$ cat src/sv/frie_pkg.sv
`default_nettype none
// ----------------------------------------------------------------------------
// frie_pkg
// Shared opcodes, item classes and item / result types of the executor.
// ----------------------------------------------------------------------------
package frie_pkg;

  localparam int REG_COUNT_DEF  = 16;
  localparam int MEM_DEPTH_DEF  = 4096;
  localparam int DATA_WIDTH_DEF = 32;
  localparam int QUEUE_DEPTH    = 2;
  localparam int WORD_STEP      = 4;

  localparam logic [4:0] OP_ADD   = 5'd0;
  localparam logic [4:0] OP_SUB   = 5'd1;
  localparam logic [4:0] OP_MUL   = 5'd2;
  localparam logic [4:0] OP_DIV   = 5'd3;
  localparam logic [4:0] OP_AND   = 5'd4;
  localparam logic [4:0] OP_OR    = 5'd5;
  localparam logic [4:0] OP_XOR   = 5'd6;
  localparam logic [4:0] OP_MOVC  = 5'd7;
  localparam logic [4:0] OP_ADDL  = 5'd8;
  localparam logic [4:0] OP_SUBL  = 5'd9;
  localparam logic [4:0] OP_LOAD  = 5'd10;
  localparam logic [4:0] OP_LDI   = 5'd11;
  localparam logic [4:0] OP_STORE = 5'd12;
  localparam logic [4:0] OP_STI   = 5'd13;
  localparam logic [4:0] OP_CMP   = 5'd14;
  localparam logic [4:0] OP_BZ    = 5'd15;
  localparam logic [4:0] OP_BNZ   = 5'd16;
  localparam logic [4:0] OP_BP    = 5'd17;
  localparam logic [4:0] OP_BNP   = 5'd18;
  localparam logic [4:0] OP_JUMP  = 5'd19;
  localparam logic [4:0] OP_HALT  = 5'd20;
  localparam logic [4:0] OP_NOP   = 5'd21;

  localparam logic [3:0] KIND_NOP   = 4'd0;
  localparam logic [3:0] KIND_ALU   = 4'd1;
  localparam logic [3:0] KIND_MD    = 4'd2;
  localparam logic [3:0] KIND_LOAD  = 4'd3;
  localparam logic [3:0] KIND_STORE = 4'd4;
  localparam logic [3:0] KIND_CMP   = 4'd5;
  localparam logic [3:0] KIND_BR    = 4'd6;
  localparam logic [3:0] KIND_JUMP  = 4'd7;
  localparam logic [3:0] KIND_HALT  = 4'd8;

  typedef struct packed {
    logic [3:0]  kind;
    logic [4:0]  op;
    logic [3:0]  rd;
    logic [3:0]  r1;
    logic [3:0]  r2;
    logic [31:0] imm;
    logic [30:0] pc;
  } item_t;

  typedef struct packed {
    logic        we;
    logic [3:0]  wr;
    logic [31:0] wv;
    logic        we2;
    logic [3:0]  wr2;
    logic [31:0] wv2;
    logic        br;
    logic [30:0] tgt;
    logic        z;
    logic        p;
    logic        halted;
  } result_t;

endpackage
`default_nettype wire

$ cat src/sv/frie_front.sv
`default_nettype none
// ----------------------------------------------------------------------------
// frie_front
// Classifies an incoming instruction and folds register indexes.
// ----------------------------------------------------------------------------
module frie_front import frie_pkg::*; #(
  parameter int REG_COUNT = REG_COUNT_DEF
) (
  input  wire logic [4:0]  action,
  input  wire logic [3:0]  dest_reg,
  input  wire logic [3:0]  src1_reg,
  input  wire logic [3:0]  src2_reg,
  input  wire logic [31:0] immediate,
  input  wire logic [30:0] instr_pc,
  output item_t            item
);

  localparam logic [6:0] RC = 7'(REG_COUNT);

  function automatic logic [3:0] fold(input logic [3:0] idx);
    logic [6:0] v;
    v = {3'b000, idx};
    for (int i = 0; i < 8; i++) begin
      if (v >= RC) v = v - RC;
    end
    return v[3:0];
  endfunction

  always_comb begin
    item.op  = action;
    item.rd  = fold(dest_reg);
    item.r1  = fold(src1_reg);
    item.r2  = fold(src2_reg);
    item.imm = immediate;
    item.pc  = instr_pc;
    unique case (action) inside
      OP_ADD, OP_SUB, OP_AND, OP_OR, OP_XOR, OP_MOVC, OP_ADDL, OP_SUBL: item.kind = KIND_ALU;
      OP_MUL, OP_DIV:                item.kind = KIND_MD;
      OP_LOAD, OP_LDI:               item.kind = KIND_LOAD;
      OP_STORE, OP_STI:              item.kind = KIND_STORE;
      OP_CMP:                        item.kind = KIND_CMP;
      OP_BZ, OP_BNZ, OP_BP, OP_BNP:  item.kind = KIND_BR;
      OP_JUMP:                       item.kind = KIND_JUMP;
      OP_HALT:                       item.kind = KIND_HALT;
      default:                       item.kind = KIND_NOP;
    endcase
  end

endmodule
`default_nettype wire

$ cat config.mk
export PLATFORM = sky130hd
export DESIGN_NAME = frie_front
export DESIGN_NICKNAME = d
export VERILOG_FILES = /design/src/sv/frie_pkg.sv /design/src/sv/frie_front.sv
export SDC_FILE = /design/constraint.sdc
export NUM_CORES = 1
export LEC_CHECK = 0
export BUFFER_PORTS_ARGS = -buffer_cell sky130_fd_sc_hd__buf_2
export CAP_MARGIN = 20
export CORE_ASPECT_RATIO = 0.6
export CORE_UTILIZATION = 21
export DETAILED_ROUTE_END_ITERATION = 7
export PLACE_DENSITY = 0.76
export SYNTH_ARGS = -nofsm -noshare
export SYNTH_HDL_FRONTEND = slang
export SYNTH_SLANG_ARGS = --single-unit
$ cat constraint.sdc
create_clock -name vclk -period 0.8
set_input_delay 0.04 -clock vclk [all_inputs]
set_output_delay 0.04 -clock vclk [all_outputs]
set_load 0.03 [all_outputs]
# After elaboration in Yosys (flattened, before gate mapping)
# Index checks and enable logic that the tools add are counted.
# Widths: inputs -> output; s select.
# classes
n_bitwise	0
magnitude_cmp	0
div	0
shift	0
multipliers	0
n_reduce_logical	6
muxes	1
addsub	0
eq_ne	20
# op_table
cell	n
$eq 5x4->1 const B	8
$pmux 4 s8	1
$eq 5x5->1 const B	5
$eq 5x3->1 const B	4
$eq 5x2->1 const B	2
$reduce_or 8->1	1
$reduce_or 2->1	3
$eq 5x1->1 const B	1
$logic_not 5->1	1
$reduce_or 4->1	1
# totals
latchBits	0
memories	0
wordCells	27
register_bits	0
inputBits	80
mem_bits_rw	0
rom_bits	0
output_inout_bits	84

# Depth between registers and ports, before layout
# logic_depth
depth_word	3
depth_mapped	3
mapped_depth_nobuf	3

# Least setup slack after synthesis
# Ideal clock, no wire load.
# synth_timing
kind	input -> output
startpoint	input port action[3]
endpoint	output port item[83] (netlist bit)
cell_stages	2
arrival_time_ns	1.278
setup_slack_ns	-0.518
t_required_ns	0.760
n_path_buf	0
path_cell_list	nand2b_1 nor4b_1
# synth_lines
item	line	rtl
start, declared	frie_front.sv:9	input wire logic [4:0] action,
end, declared	frie_front.sv:15	output item_t item

==> metrics.txt <==
# TYPE chip_impl_metric gauge
chip_impl_metric{name="fin_crit_sh",unit="%"} 117
chip_impl_metric{name="core_area",unit="mm^2"} 0.00298
chip_impl_metric{name="grt_first_pass_wirelength",unit="um"} 1720
chip_impl_metric{name="placement_rows",unit=""} 15
chip_impl_metric{name="die_width",unit="um"} 75.7
chip_impl_info{name="setup_repair_after_global_routing_missed_its_margin",value="true"} 1
chip_impl_metric{name="ant_nets",unit=""} 0
chip_impl_metric{name="routedWlPerCell",unit="um"} 17.3
chip_impl_metric{name="grt_pass1_vias",unit=""} 290
chip_impl_metric{name="grt_antenna_before_repair",unit=""} 0
chip_impl_metric{name="p_per_area",unit="mW/mm^2"} 623
chip_impl_metric{name="least_margin_pin_slew",unit="ps"} 293
chip_impl_metric{name="port_buffers",unit=""} 14
chip_impl_metric{name="worst_slack",unit="ps"} -136
chip_impl_metric{name="io_pins",unit=""} 164
chip_impl_metric{name="yosysSeqAreaShare",unit="%"} 0
chip_impl_metric{name="detail_route.drc_violations",unit=""} 0
chip_impl_metric{name="placed_cell_area",unit="um^2"} 289
chip_impl_metric{name="internal-power",unit="uW"} 121
chip_impl_info{name="timing.critical_path.from_type",value="input port"} 1
chip_impl_info{name="worstHoldPathType",value="in -> out"} 1
chip_impl_metric{name="post_route_cells_drive_above_1_share",unit="%"} 86.5
chip_impl_metric{name="hold_viol",unit=""} 0
chip_impl_metric{name="final-setup-viol-count",unit=""} 2
chip_impl_info{name="critical_path.slowest_cell",value="sky130_fd_sc_hd__a311o_2"} 1
chip_impl_metric{name="dpl.cell_count",unit=""} 77
chip_impl_metric{name="die_height",unit="um"} 46.2
chip_impl_info{name="crit_type",value="in -> out"} 1
chip_impl_metric{name="detailedRoute.firstIterationViolations",unit=""} 11
chip_impl_metric{name="vdd_ir_drop_max",unit="mV"} 0.0956
chip_impl_metric{name="p_seq_share",unit="%"} 0
chip_impl_metric{name="design_area",unit="um^2"} 392
chip_impl_metric{name="insertedDiodeCount",unit=""} 0
chip_impl_metric{name="critical_path.max_stage_delay",unit="ps"} 310
chip_impl_metric{name="comb_pwr_share",unit="%"} 100.0
chip_impl_metric{name="syn2layout_area_growth",unit="%"} -42.8
chip_impl_metric{name="slew_headroom",unit="%"} 80.2
chip_impl_metric{name="nFillCells",unit=""} 346
chip_impl_info{name="path_cells",value="buf_8 -> inv_4 -> o31a_1 -> a311o_2 -> buf_6"} 1
chip_impl_metric{name="maxSlewViolCount",unit=""} 0
chip_impl_metric{name="via_density",unit=""} 3.82
chip_impl_metric{name="setup_tns",unit="ps"} -196
chip_impl_metric{name="syn_inst",unit=""} 92
chip_impl_metric{name="crit_required",unit="ps"} 760
chip_impl_metric{name="synth.lib_cells_used.distinct",unit=""} 12
chip_impl_metric{name="starting_density_of_the_core",unit="%"} 22.9
chip_impl_metric{name="grt_start_max_net_pins",unit=""} 6
chip_impl_metric{name="layout_net_count",unit=""} 119
chip_impl_metric{name="detail_route.first_pass.iterations",unit=""} 2
chip_impl_metric{name="n_clock_buffer",unit=""} 0
chip_impl_metric{name="fin_cells",unit=""} 79
chip_impl_metric{name="layout_min_cycle_time",unit="ps"} 936
chip_impl_metric{name="grt_util_all_layers",unit="%"} 7.03
chip_impl_metric{name="max_freq",unit="MHz"} 1070
chip_impl_metric{name="crit_path_max_fanout",unit=""} 3
chip_impl_metric{name="synthesis.area_per_instance",unit="um^2"} 7.44
chip_impl_metric{name="number_of_vias_in_the_routed_layout",unit=""} 302
chip_impl_metric{name="grt_overflow_total",unit=""} 0
chip_impl_metric{name="syn_area",unit="um^2"} 684
chip_impl_metric{name="netSwitchingFraction",unit="%"} 50.5
chip_impl_metric{name="routabilityCongestion",unit=""} 0.441
chip_impl_metric{name="power_frac_clock",unit="%"} 0
chip_impl_metric{name="minimum_hold_slack",unit="ps"} 80.0
chip_impl_metric{name="synth.yosys.warnings",unit=""} 0
chip_impl_info{name="critPathCaptureType",value="output port"} 1
chip_impl_metric{name="total_half_perimeter_wirelength_after_legalization_and_detailed_placement",unit="um"} 1070
chip_impl_info{name="outcome",value="finished with violations"} 1
chip_impl_metric{name="design.seq.count",unit=""} 0
chip_impl_metric{name="worst_ep_arrival_time",unit="ps"} 900
chip_impl_metric{name="total_power",unit="uW"} 244
chip_impl_info{name="failed_checks",value="negative setup slack"} 1
chip_impl_metric{name="switching_power",unit="uW"} 123
chip_impl_metric{name="detail_route.wirelength",unit="um"} 1370
chip_impl_metric{name="postSynthNetCount",unit=""} 172
chip_impl_metric{name="register_area",unit="um^2"} 0
chip_impl_metric{name="maxCapViolCount",unit=""} 0
chip_impl_metric{name="floorplan.die_area",unit="mm^2"} 0.00350
chip_impl_metric{name="lkg_pwr",unit="uW"} 0.000169
==> final timing paths <==
check               startpoint       end  slack (ps)  depth (start not counted)
hold / removal    instr_pc[26]  item[26]          80                          0
setup / recovery     action[1]  item[80]        -140                          5
==> cells in the mapped netlist <==
| cell | instances | area [um^2] |
|---|---|---|
| sky130_fd_sc_hd__a21boi_0 | 1 | 7.51 |
| sky130_fd_sc_hd__a21oi_1 | 1 | 5.00 |
| sky130_fd_sc_hd__a311o_1 | 1 | 10.0 |
| sky130_fd_sc_hd__buf_4 | 80 | 601 |
| sky130_fd_sc_hd__inv_2 | 1 | 3.75 |
| sky130_fd_sc_hd__nand2b_1 | 1 | 6.26 |
| sky130_fd_sc_hd__nand3b_1 | 1 | 7.51 |
| sky130_fd_sc_hd__nor2_1 | 1 | 3.75 |
| sky130_fd_sc_hd__nor4b_1 | 2 | 17.5 |
| sky130_fd_sc_hd__o21ai_0 | 1 | 5.00 |
| sky130_fd_sc_hd__o31a_1 | 1 | 8.76 |
| sky130_fd_sc_hd__o32ai_1 | 1 | 8.76 |
==> timing repair <==
action | CTS | global route
buffers inserted | 2 | 0
gates resized for setup | 17 | 6
hold buffers | 0 | 0
setup endpoints to repair | 4 | 3
pin swaps | 3 | 2
==> critical path, delay by kind of cell <==
kind	cells	cell delay, ps
compound gates	2	600
buf+inv	3	250
==> cell families after synthesis <==
family          share of synthesized area [%]
compound gates                           6.58
buf+inv                                  88.3
simple gates                             5.12
==> placed cells by master (no fill, tap or decap), drive strengths merged <==
cell type	synthesis	final
nand2b	1	1
nand3b	1	1
o32ai	1	1
nor4b	2	2
a21boi	1	1
buf	80	25
inv	1	1
a21oi	1	1
nor2	1	1
o31a	1	1
a311o	1	1
o21ai	1	1
==> power by group through the flow <==
| stage | logic, uW | clock network [uW] | registers, uW |
|---|---|---|---|
| 2_1_floorplan | 808 | 0 | 0 |
| 3_3_place_gp | 182 | 0 | 0 |
| 3_5_place_dp | 183 | 0 | 0 |
| 4_1_cts | 228 | 0 | 0 |
| 5_1_grt | 258 | 0 | 0 |
| 6_report | 244 | 0 | 0 |
==> layout make-up <==
cell class         instances  area (um^2)  share of cell area (%)
well taps                 42         52.6                    13.4
multi-input cells         11          125                    31.9
repair buffers            25          208                    53.0
inverters                  1         6.26                    1.60
==> metal layers <==
layer  wire [um]  vias up  GRT usage [%]
met5           0        -              0
met4           0        0           1.11
met3         493        0           15.8
met2         450       67           4.64
met1         421      131           6.26
li1            -      104              -
==> per-stage QoR <==
stage               utilization (%)  setup slack [ps]
floorplan                         -              -135
global placement               9.69              -170
detailed placement             9.69              -190
CTS                            12.2              -134
global route                   13.1              -145
finish                         13.1              -136
No activity file was read; power rests on OpenSTA's default activity.
