File: config.mk
export PLATFORM = sky130hd
export DESIGN_NAME = frie_fifo
export DESIGN_NICKNAME = d
export VERILOG_FILES = /design/src/sv/frie_pkg.sv /design/src/sv/frie_fifo.sv
export SDC_FILE = /design/constraint.sdc
export NUM_CORES = 1
export LEC_CHECK = 0
export CAP_MARGIN = 0
export CORE_ASPECT_RATIO = 1.4
export CORE_MARGIN = 2
export CORE_UTILIZATION = 33
export CTS_CLUSTER_DIAMETER = 120
export DETAILED_ROUTE_END_ITERATION = 7
export DONT_BUFFER_PORTS = 1
export GPL_TIMING_DRIVEN = 0
export PLACE_DENSITY = 0.5
export SYNTH_ARGS = -nofsm -noshare
export SYNTH_HDL_FRONTEND = slang
export SYNTH_SLANG_ARGS = --single-unit
File: constraint.sdc
create_clock -name clk -period 10.3 [get_ports clk]
set_input_delay 0 -clock clk [delete_from_list [all_inputs] [get_ports clk]]
set_output_delay 0 -clock clk [all_outputs]
set_load 0.02 [all_outputs]
File: src/sv/frie_pkg.sv
`default_nettype none
// ----------------------------------------------------------------------------
// frie_pkg
// Shared opcodes, item classes and item / result types of the executor.
// ----------------------------------------------------------------------------
package frie_pkg;

  localparam int REG_COUNT_DEF  = 16;
  localparam int MEM_DEPTH_DEF  = 4096;
  localparam int DATA_WIDTH_DEF = 32;
  localparam int QUEUE_DEPTH    = 2;
  localparam int WORD_STEP      = 4;

  localparam logic [4:0] OP_ADD   = 5'd0;
  localparam logic [4:0] OP_SUB   = 5'd1;
  localparam logic [4:0] OP_MUL   = 5'd2;
  localparam logic [4:0] OP_DIV   = 5'd3;
  localparam logic [4:0] OP_AND   = 5'd4;
  localparam logic [4:0] OP_OR    = 5'd5;
  localparam logic [4:0] OP_XOR   = 5'd6;
  localparam logic [4:0] OP_MOVC  = 5'd7;
  localparam logic [4:0] OP_ADDL  = 5'd8;
  localparam logic [4:0] OP_SUBL  = 5'd9;
  localparam logic [4:0] OP_LOAD  = 5'd10;
  localparam logic [4:0] OP_LDI   = 5'd11;
  localparam logic [4:0] OP_STORE = 5'd12;
  localparam logic [4:0] OP_STI   = 5'd13;
  localparam logic [4:0] OP_CMP   = 5'd14;
  localparam logic [4:0] OP_BZ    = 5'd15;
  localparam logic [4:0] OP_BNZ   = 5'd16;
  localparam logic [4:0] OP_BP    = 5'd17;
  localparam logic [4:0] OP_BNP   = 5'd18;
  localparam logic [4:0] OP_JUMP  = 5'd19;
  localparam logic [4:0] OP_HALT  = 5'd20;
  localparam logic [4:0] OP_NOP   = 5'd21;

  localparam logic [3:0] KIND_NOP   = 4'd0;
  localparam logic [3:0] KIND_ALU   = 4'd1;
  localparam logic [3:0] KIND_MD    = 4'd2;
  localparam logic [3:0] KIND_LOAD  = 4'd3;
  localparam logic [3:0] KIND_STORE = 4'd4;
  localparam logic [3:0] KIND_CMP   = 4'd5;
  localparam logic [3:0] KIND_BR    = 4'd6;
  localparam logic [3:0] KIND_JUMP  = 4'd7;
  localparam logic [3:0] KIND_HALT  = 4'd8;

  typedef struct packed {
    logic [3:0]  kind;
    logic [4:0]  op;
    logic [3:0]  rd;
    logic [3:0]  r1;
    logic [3:0]  r2;
    logic [31:0] imm;
    logic [30:0] pc;
  } item_t;

  typedef struct packed {
    logic        we;
    logic [3:0]  wr;
    logic [31:0] wv;
    logic        we2;
    logic [3:0]  wr2;
    logic [31:0] wv2;
    logic        br;
    logic [30:0] tgt;
    logic        z;
    logic        p;
    logic        halted;
  } result_t;

endpackage
`default_nettype wire

File: src/sv/frie_fifo.sv
`default_nettype none
// ----------------------------------------------------------------------------
// frie_fifo
// Short item queue between the front and the back.
// ----------------------------------------------------------------------------
module frie_fifo import frie_pkg::*; (
  input  wire logic  clk,
  input  wire logic  rst,
  input  wire logic  push,
  input  item_t      din,
  output logic       full,
  input  wire logic  pop,
  output item_t      dout,
  output logic       empty
);

  localparam int QAW = $clog2(QUEUE_DEPTH);
  localparam int CW  = $clog2(QUEUE_DEPTH + 1);

  item_t          q [QUEUE_DEPTH];
  logic [QAW-1:0] wptr;
  logic [QAW-1:0] rptr;
  logic [CW-1:0]  count;

  assign full  = (count == CW'(QUEUE_DEPTH));
  assign empty = (count == '0);
  assign dout  = q[rptr];

  always_ff @(posedge clk) begin
    if (rst) begin
      wptr  <= '0;
      rptr  <= '0;
      count <= '0;
    end else begin
      if (push && !full) begin
        q[wptr] <= din;
        wptr    <= (wptr == QAW'(QUEUE_DEPTH - 1)) ? '0 : wptr + 1'b1;
      end
      if (pop && !empty) begin
        rptr <= (rptr == QAW'(QUEUE_DEPTH - 1)) ? '0 : rptr + 1'b1;
      end
      count <= count + CW'(push && !full) - CW'(pop && !empty);
    end
  end

endmodule
`default_nettype wire

Word-level counts from Yosys, hierarchy flattened:

Memories as Yosys holds them, arrays and structs flattened. A register that Yosys moved wholly into a read port is not among the register bits.
Index checks and enable logic that the tools add are counted.

* $add $sub $neg: 4
* $mul: 0
* div/mod/pow operators: 0
* $lt $le $gt $ge: 0
* equal/unequal tests: 1
* shift-type cells: 0
* mux-type cells: 7
* bitwise gates (word level): 0
* reductions and logical operators: 5

Operators by type and width (count)
* 1-bit 2-to-1 mux: 7
* 1-bit adder, second input constant: 2
* 2-bit by 1-bit adder with 2-bit output: 1
* 2-bit equality test, second input constant: 1
* 1-bit logical AND: 2
* 1-bit logical NOT: 2
* 2-bit logical NOT: 1
* 2-bit by 1-bit subtractor with 2-bit output: 1

* flip-flop bits (word level): 4
* bits in latches: 0
* memory bits (writable): 168
* memory bits (read-only): 0
* logic and storage cells: 21
* memories kept: 1

Memories
* q: depth 2, width 84, rd ports 1, clocked after memory_dff 1, wr ports 1, line frie_fifo.sv:20 `item_t q [QUEUE_DEPTH];`

Logic depth before layout (Yosys ltp):

Gate-level depths: netlist of run 1.

* word-level depth: 6
* mapped depth: 8

Least setup slack after synthesis of run 1:

OpenSTA, ideal clock, no wires.

* path type: reg2reg
* start point: register count[0]
* end point: memory q[1][0] in the netlist's numbering (enable)
* library setup time: 0.648 ns
* arrival: 6.733 ns
* data required time: 9.652 ns
* setup slack: 2.919 ns
* cell stages (with the launch flop): 4
* path buffers: 0
* period minus slack after synthesis: 7.381 ns
* path through: dfxtp_1 > nor2b_4 > nand2b_4 > nor3b_1

* word-level cells in the longest chain between the ends: 6

RTL lines
* from (decl): line frie_fifo.sv:23 `logic [CW-1:0] count;`
* from (signal assigned): line frie_fifo.sv:42 `count <= count + CW'(push && !full) - CW'(pop && !empty);`
* 2-bit equality test: line frie_fifo.sv:25 `assign full = (count == CW'(QUEUE_DEPTH));`
* via full: line frie_fifo.sv:11 `output logic full,`
* 1-bit logical NOT: line frie_fifo.sv:35 `if (push && !full) begin`
* 1-bit logical AND: line frie_fifo.sv:35
* 1-bit 2-to-1 mux: line frie_fifo.sv:35
* 1-bit 2-to-1 mux: line frie_fifo.sv:30 `if (rst) begin`
* 1-bit 2-to-1 mux (implied by the code): line frie_fifo.sv:36 `q[wptr] <= din;`
* to (decl): line frie_fifo.sv:20

The timed path passes the listed nets, and every way through them passes these cells.

Worst setup path in the final report of run 1:

* start point: register count[0]
* end point: memory q[1][56] in the netlist's numbering (enable)

The elaborated chain is that of the path after synthesis.

==> results_dict.tcl, run 1 <==
set metrics [dict create \
    vias 2988 \
    crit_type "reg -> reg" \
    final-seq-area_sq_um 5140 \
    powerDensity_nw_per_um2 235 \
    syn_area_sq_um 6550 \
    setup_violations 0 \
    maxSlewHeadroom 0.488 \
    avgViaCountPerCell 4.43 \
    ctsResizeCount 0 \
    track_usage 0.112 \
    fin_crit_ns 2.10 \
    setup_tns_ns 0 \
    die_h_um 171 \
    power.switching_mw 0.582 \
    finalMaxSlewViolations 0 \
    layout-drive-gt1-share 0.334 \
    pin_count 174 \
    cts_buffers 17 \
    floorplan.initialDensity 0.333 \
    hold_path_class "in -> reg" \
    leakage_nw 2.95 \
    yosysSeqAreaShare 0.785 \
    antenna_found_initial 0 \
    die_w_um 123 \
    path_clk_slew_ns 0.07 \
    combPwrFrac 0.268 \
    status "finished clean" \
    worst-path-max-fanout 13 \
    gp_congestion 0.671 \
    max_cap_violations 0 \
    wl_per_cell_um 17.2 \
    finalHoldViolCount 0 \
    fillCellCount 1750 \
    grt_pass1_vias 3277 \
    drt-total-wl_mm 11.6 \
    syn_area_per_cell_sq_um 22.9 \
    layout_commonest_cell "edfxtp_1" \
    required_ns 10.42 \
    drc 0 \
    endpoint "q[1][56]" \
    skew_ns 0.00860 \
    dp_slack_ns 8.15 \
    ctsRootBufferMaster "clkbuf_16" \
    timing.fmax_ghz 0.476 \
    rows 61 \
    worst_setup_path_end_kind "flop" \
    ys_warn_count 0 \
    ys_ff_latch 173 \
    multiInputGateArea_sq_um 1330 \
    p_seq_frac 0.434 \
    cts_max_level 4 \
    rsz0062_at_grt "no" \
    clock_path_buffers 2 \
    fp.dieArea_sq_um 21000 \
    ant_nets 0 \
    internal_power_mw 1.41 \
    tightest_slew_ns 0.765 \
    fin_nets 499 \
    peakVddDrop_uv 96.2 \
    reg2regPathDepth 5 \
    crit_start "count[0]" \
    hpwl_mm 8.27 \
    ys_types 18 \
    most-common-layout-cells "edfxtp_1 (168), dlygate4sd3_1 (88), mux2_4 (60), mux2_2 (25), buf_6 (21)" \
    reg2reg_from "count[0]" \
    worstPathArrival_ns 2.22 \
    grt_start_max_net_pins 17 \
    cts.sinks 173 \
    core_area_sq_um 19700 \
    clkLatencyLatePin_ns 0.41 \
    power_frac_clock 0.298 \
    r2r-end "q[1][56]" \
    io_buffers 0 \
    dr.pass1.iters 4 \
    fin_crit_sh 0.204 \
    hold_ws_ns 0.231 \
    p_sw_frac 0.292 \
    rrSetupSlack_ns 8.20 \
    synthCells 286 \
    start_kind "flop" \
    grt_overflow_total 0 \
    fin_ws_ns 8.20 \
    drt_iter0_drc 77 \
    insertedDiodeCount 0 \
    syn2layout_area_growth_pct 29.6 \
    grt_pass1_wl_mm 17.2 \
    syn_nets 376 \
    cts_tree "built" \
]
area by class of cell:
type | instances | area share
inverters | 1 | 0.000442
well taps | 252 | 0.0371
repair buffers | 104 | 0.126
clock buffers | 19 | 0.0510
plain buffers | 9 | 0.0105
flip-flops and latches | 173 | 0.606
multi-input cells | 103 | 0.156
clock inverters | 13 | 0.0134
critical path: stages (launching register included):
cell and delay [ns]:
dfxtp_1 0.43, nor2b_4 0.09, nand2b_4 0.17, nor3b_2 0.63, buf_6 0.27, buf_6 0.20
worst min path at each step:
stage / startpoint / depth (start not counted) / to
floorplan: rst / 1 / count[0]
global placement: rst / 1 / count[0]
detailed placement: rst / 1 / flop
CTS: din[82] / 1 / q[0][82]
global route: din[82] / 1 / q[0][82]
finish: din[62] / 1 / q[0][62]
per-stage QoR:
step | area (sq um) | utilization | total power [mW] | cells
6_report | 8490 | 0.431 | 2.00 | 674
5_1_grt | 8490 | 0.431 | 2.08 | 674
4_1_cts | 8490 | 0.431 | 2.04 | 674
3_5_place_dp | 7070 | 0.359 | 1.40 | 554
3_3_place_gp | 6870 | 0.349 | 1.39 | 538
2_1_floorplan | 6550 | - | 1.31 | 286
cells by family (layout without fill, tap and decap cells):
logic type / Yosys count / in the layout / synth area share
xor gates and xnor gates: 2 / 2 / 0.00267
muxes: 85 / 85 / 0.180
DFF: 173 / 173 / 0.785
and+or+nand+nor: 13 / 13 / 0.0126
buffers and inverters: 10 / 146 / 0.0141
AOI/OAI and AO/OA: 1 / 1 / 0.00115
adders and majority gates: 2 / 2 / 0.00382
repair_timing:
item	CTS	global route
setup buffers	0	0
hold endpoints to repair	184	0
hold buffers	88	0
power by group through the flow:
stage / Clock (mW) / Sequential, mW / Combinational [mW]
after floorplan: 0 / 0.892 / 0.423
after global placement: 0 / 0.904 / 0.490
after detailed placement: 0 / 0.883 / 0.515
after CTS: 0.620 / 0.867 / 0.549
after global routing: 0.641 / 0.872 / 0.571
final: 0.595 / 0.867 / 0.535
registers in the layout (all words and copies together) (netlist names), named ones only:
signal / count
q: 168
rptr: 1
count: 2
wptr: 1
per-layer routing:
metal  up-vias  GRT usage  routed length, um
met2       111      0.201               6300
met3        10     0.0503                904
li1       1382          -                  -
met4         0     0.0410                161
met1      1485      0.112               4240
met5         -          0                  0
cell usage after synthesis (all sizes together):
| master | n | area, sq um |
|---|---|---|
| nor2 | 5 | 18.8 |
| nor3 | 2 | 10.0 |
| mux2 | 85 | 1180 |
| xor2 | 1 | 8.76 |
| o21a | 1 | 7.51 |
| dfxtp | 5 | 100 |
| xnor2 | 1 | 8.76 |
| nand2b | 1 | 13.8 |
| nor3b | 1 | 7.51 |
| nor2b | 3 | 26.3 |
| ha | 2 | 25.0 |
| and2 | 1 | 6.26 |
| inv | 1 | 3.75 |
| edfxtp | 168 | 5040 |
| buf | 9 | 88.8 |
Note: power is estimated with default switching activity, not from simulation.
==> inputs of run 2 (changes only) <==
--- a/config.mk
+++ b/config.mk
@@ -5,6 +5,7 @@
 export SDC_FILE = /design/constraint.sdc
 export NUM_CORES = 1
 export LEC_CHECK = 0
+export ABC_AREA = 1
 export CAP_MARGIN = 0
 export CORE_ASPECT_RATIO = 1.4
 export CORE_MARGIN = 2
@@ -13,7 +14,7 @@
 export DETAILED_ROUTE_END_ITERATION = 7
 export DONT_BUFFER_PORTS = 1
 export GPL_TIMING_DRIVEN = 0
-export PLACE_DENSITY = 0.5
+export PLACE_DENSITY = 0.51
 export SYNTH_ARGS = -nofsm -noshare
 export SYNTH_HDL_FRONTEND = slang
 export SYNTH_SLANG_ARGS = --single-unit
==> constraint.sdc (replaced) <==
create_clock -name clk -period 1.8 [get_ports clk]
set_input_delay 0 -clock clk [delete_from_list [all_inputs] [get_ports clk]]
set_output_delay 0 -clock clk [all_outputs]
set_load 0.02 [all_outputs]
==> run 2 against run 1 <==
Power grew to 6.0 times the previous value. Final cell count is 1.3% higher. Hold slack worse by 0.072 ns. Synthesized area is 0.11% higher. Flip-flop and latch count stayed put. First-iteration DRC count is 97% higher. Die area is 0.11% higher. Routed wire length is 5.4% higher. Core utilization is 0.79 points higher. Count of clock-buffer cells in the layout is 3 higher. Global-route usage is 0.80 points higher. Clock skew is 0.0038 ns lower. Critical path type unchanged. Largest cell class unchanged.
==> results_dict.tcl, run 2 <==
set metrics [dict create \
    crit_type "reg -> reg" \
    wl_met1_mm 4.47 \
    placed_area_sq_um 7000 \
    dominantRegCellSynth "edfxtp_1" \
    antenna_found_initial 1 \
    core_area_sq_um 19700 \
    required_ns 1.96 \
    powerDensity_nw_per_um2 1390 \
    wl_per_cell_um 17.9 \
    die_w_um 123 \
    gp_congestion 0.651 \
    layout_commonest_cell "edfxtp_1" \
    cts_max_level 4 \
    path_clk_slew_ns 0.06 \
    setup_tns_ns 0 \
    track_usage 0.120 \
    most-common-layout-cells "edfxtp_1 (168), dlygate4sd3_1 (88), mux2_4 (60), mux2_2 (24), clkbuf_16 (17)" \
    top_regs "q (168), count (2)" \
    maxSlewHeadroom 0.777 \
    start_kind "flop" \
    finalMaxSlewViolations 0 \
    fillCellCount 1742 \
    largest_reg_flops 168 \
    tightest_slew_ns 0.334 \
    dr.pass1.iters 4 \
    drc 0 \
    internal_power_mw 8.91 \
    rsz0062_at_grt "no" \
    ys_ff_latch 173 \
    clock_path_buffers 2 \
    peakVddDrop_uv 779 \
    vias 3043 \
    hpwl_mm 7.95 \
    grt_overflow_total 0 \
    syn_nets 391 \
    syn_area_sq_um 6560 \
    synth_top_area_frac 0.769 \
    dp_slack_ns -0.279 \
    die_h_um 171 \
    timing.fmax_ghz 0.613 \
    multiInputGateArea_sq_um 1310 \
    worstPathArrival_ns 1.79 \
    leakage_nw 3.03 \
    fin_crit_ns 1.63 \
    power.switching_mw 3.12 \
    top_layer_used "met4" \
    layout-drive-gt1-share 0.323 \
    ctsRootBufferMaster "clkbuf_16" \
    clkLatencyLatePin_ns 0.42 \
    ys_warn_count 0 \
    ys_types 13 \
    top_register "q" \
    drt_iter0_drc 152 \
    dp_cells 558 \
    pin_count 174 \
    final-seq-area_sq_um 5150 \
    cts_buffers 17 \
    cts_tree "built" \
    max_cap_violations 0 \
    skew_ns 0.00475 \
    instances_no_fill 683 \
    synth_common_cells "edfxtp_1 (168), mux2_4 (60), mux2_2 (24)" \
    fin_ws_ns 0.169 \
    yosysMostFrequentCell "edfxtp_1" \
    synth_edf_count 168 \
    grt_pass1_vias 3335 \
    power_frac_clock 0.366 \
    p_total_mw 12.0 \
    cts.sinks 173 \
    avgViaCountPerCell 4.46 \
    fin_crit_sh 0.906 \
    floorplan.initialDensity 0.333 \
    syn_area_per_cell_sq_um 21.8 \
    synth_area_leaders "edfxtp_1 (77%), mux2_4 (14%), mux2_2 (4.1%)" \
    met2_wirelength_mm 6.87 \
    syn2layout_area_growth_pct 31.9 \
    setup_violations 0 \
    io_buffers 0 \
    ant_nets 0 \
    grt_pass1_wl_mm 18.1 \
    post-route-util 0.439 \
    grt_start_max_net_pins 36 \
    fin_nets 507 \
    fp.dieArea_sq_um 21000 \
    status "finished clean" \
    hold_ws_ns 0.158 \
    rows 61 \
    worst-path-max-fanout 35 \
    synth_top_cell_by_area "edfxtp_1" \
    worst_setup_path_end_kind "flop" \
    synthCells 301 \
    finalInstanceArea_sq_um 8650 \
    hold_path_class "in -> reg" \
    p_sw_frac 0.260 \
    wl_met3_um 686 \
    combPwrFrac 0.222 \
    finalHoldViolCount 0 \
    synthArstFlopShare 0 \
    p_seq_frac 0.412 \
    drt-total-wl_mm 12.2 \
    yosysSeqAreaShare 0.784 \
]
## run 2: power groups by stage
stage,combinational (mW),clock [mW],sequential [mW]
3_5_place_dp,2.51,0,5.03
5_1_grt,2.86,4.70,4.99
2_1_floorplan,2.09,0,5.02
6_report,2.67,4.41,4.96
3_3_place_gp,2.43,0,5.05
4_1_cts,2.73,4.53,4.95
## run 2: final cells by class
class	count	area share
repair inverters	1	0.000868
inverters	10	0.00477
repair buffers	96	0.117
plain buffers	9	0.0103
diodes	1	0.000289
flip-flops and latches	173	0.595
multi-input cells	109	0.152
clock inverters	10	0.0298
well taps	252	0.0365
clock buffers	22	0.0537
## run 2: logic make-up (layout without fill, tap and decap cells)
kind of cell / after synthesis / count (layout) / share of synthesized area
flip-flops: 173 / 173 / 0.784
multiplexers: 84 / 84 / 0.179
AND/OR/NAND/NOR: 20 / 20 / 0.0118
buffers and inverters: 19 / 148 / 0.0193
AO/OA/AOI/OAI: 3 / 3 / 0.00229
adder cells (fa/ha/maj): 2 / 2 / 0.00381
other: 0 / 1 / 0
## run 2: per-layer routing
metal  vias up  global-route usage
li1       1402                   -
met1      1538               0.124
met2        91               0.215
met3        12              0.0383
met4         0              0.0578
met5         -                   0
## run 2: timing repair
item | CTS | global route
resized for setup | 2 | 4
hold buffers | 87 | 1
endpoints found under the setup margin | 134 | 1
pin swaps | 1 | 0
endpoints found under the hold margin | 173 | 1
setup buffers | 3 | 0
gates cloned | 1 | 0
## run 2: critical path: stages (launching register included)
cell,delay (ns)
dfxtp_2,0.36
inv_2,0.07
nor2_4,0.19
nor2_1,0.10
nand2_2,0.16
clkinvlp_4,0.22
buf_12,0.23
## run 2: worst paths after layout
check	from	end	slack [ns]	depth (start not counted)
max	count[1]	q[0][77]	0.17	6
min	push	q[1][71]	0.16	3
max reg2reg	count[1]	q[0][77]	0.17	6
min reg2reg	rptr	rptr	0.51	2
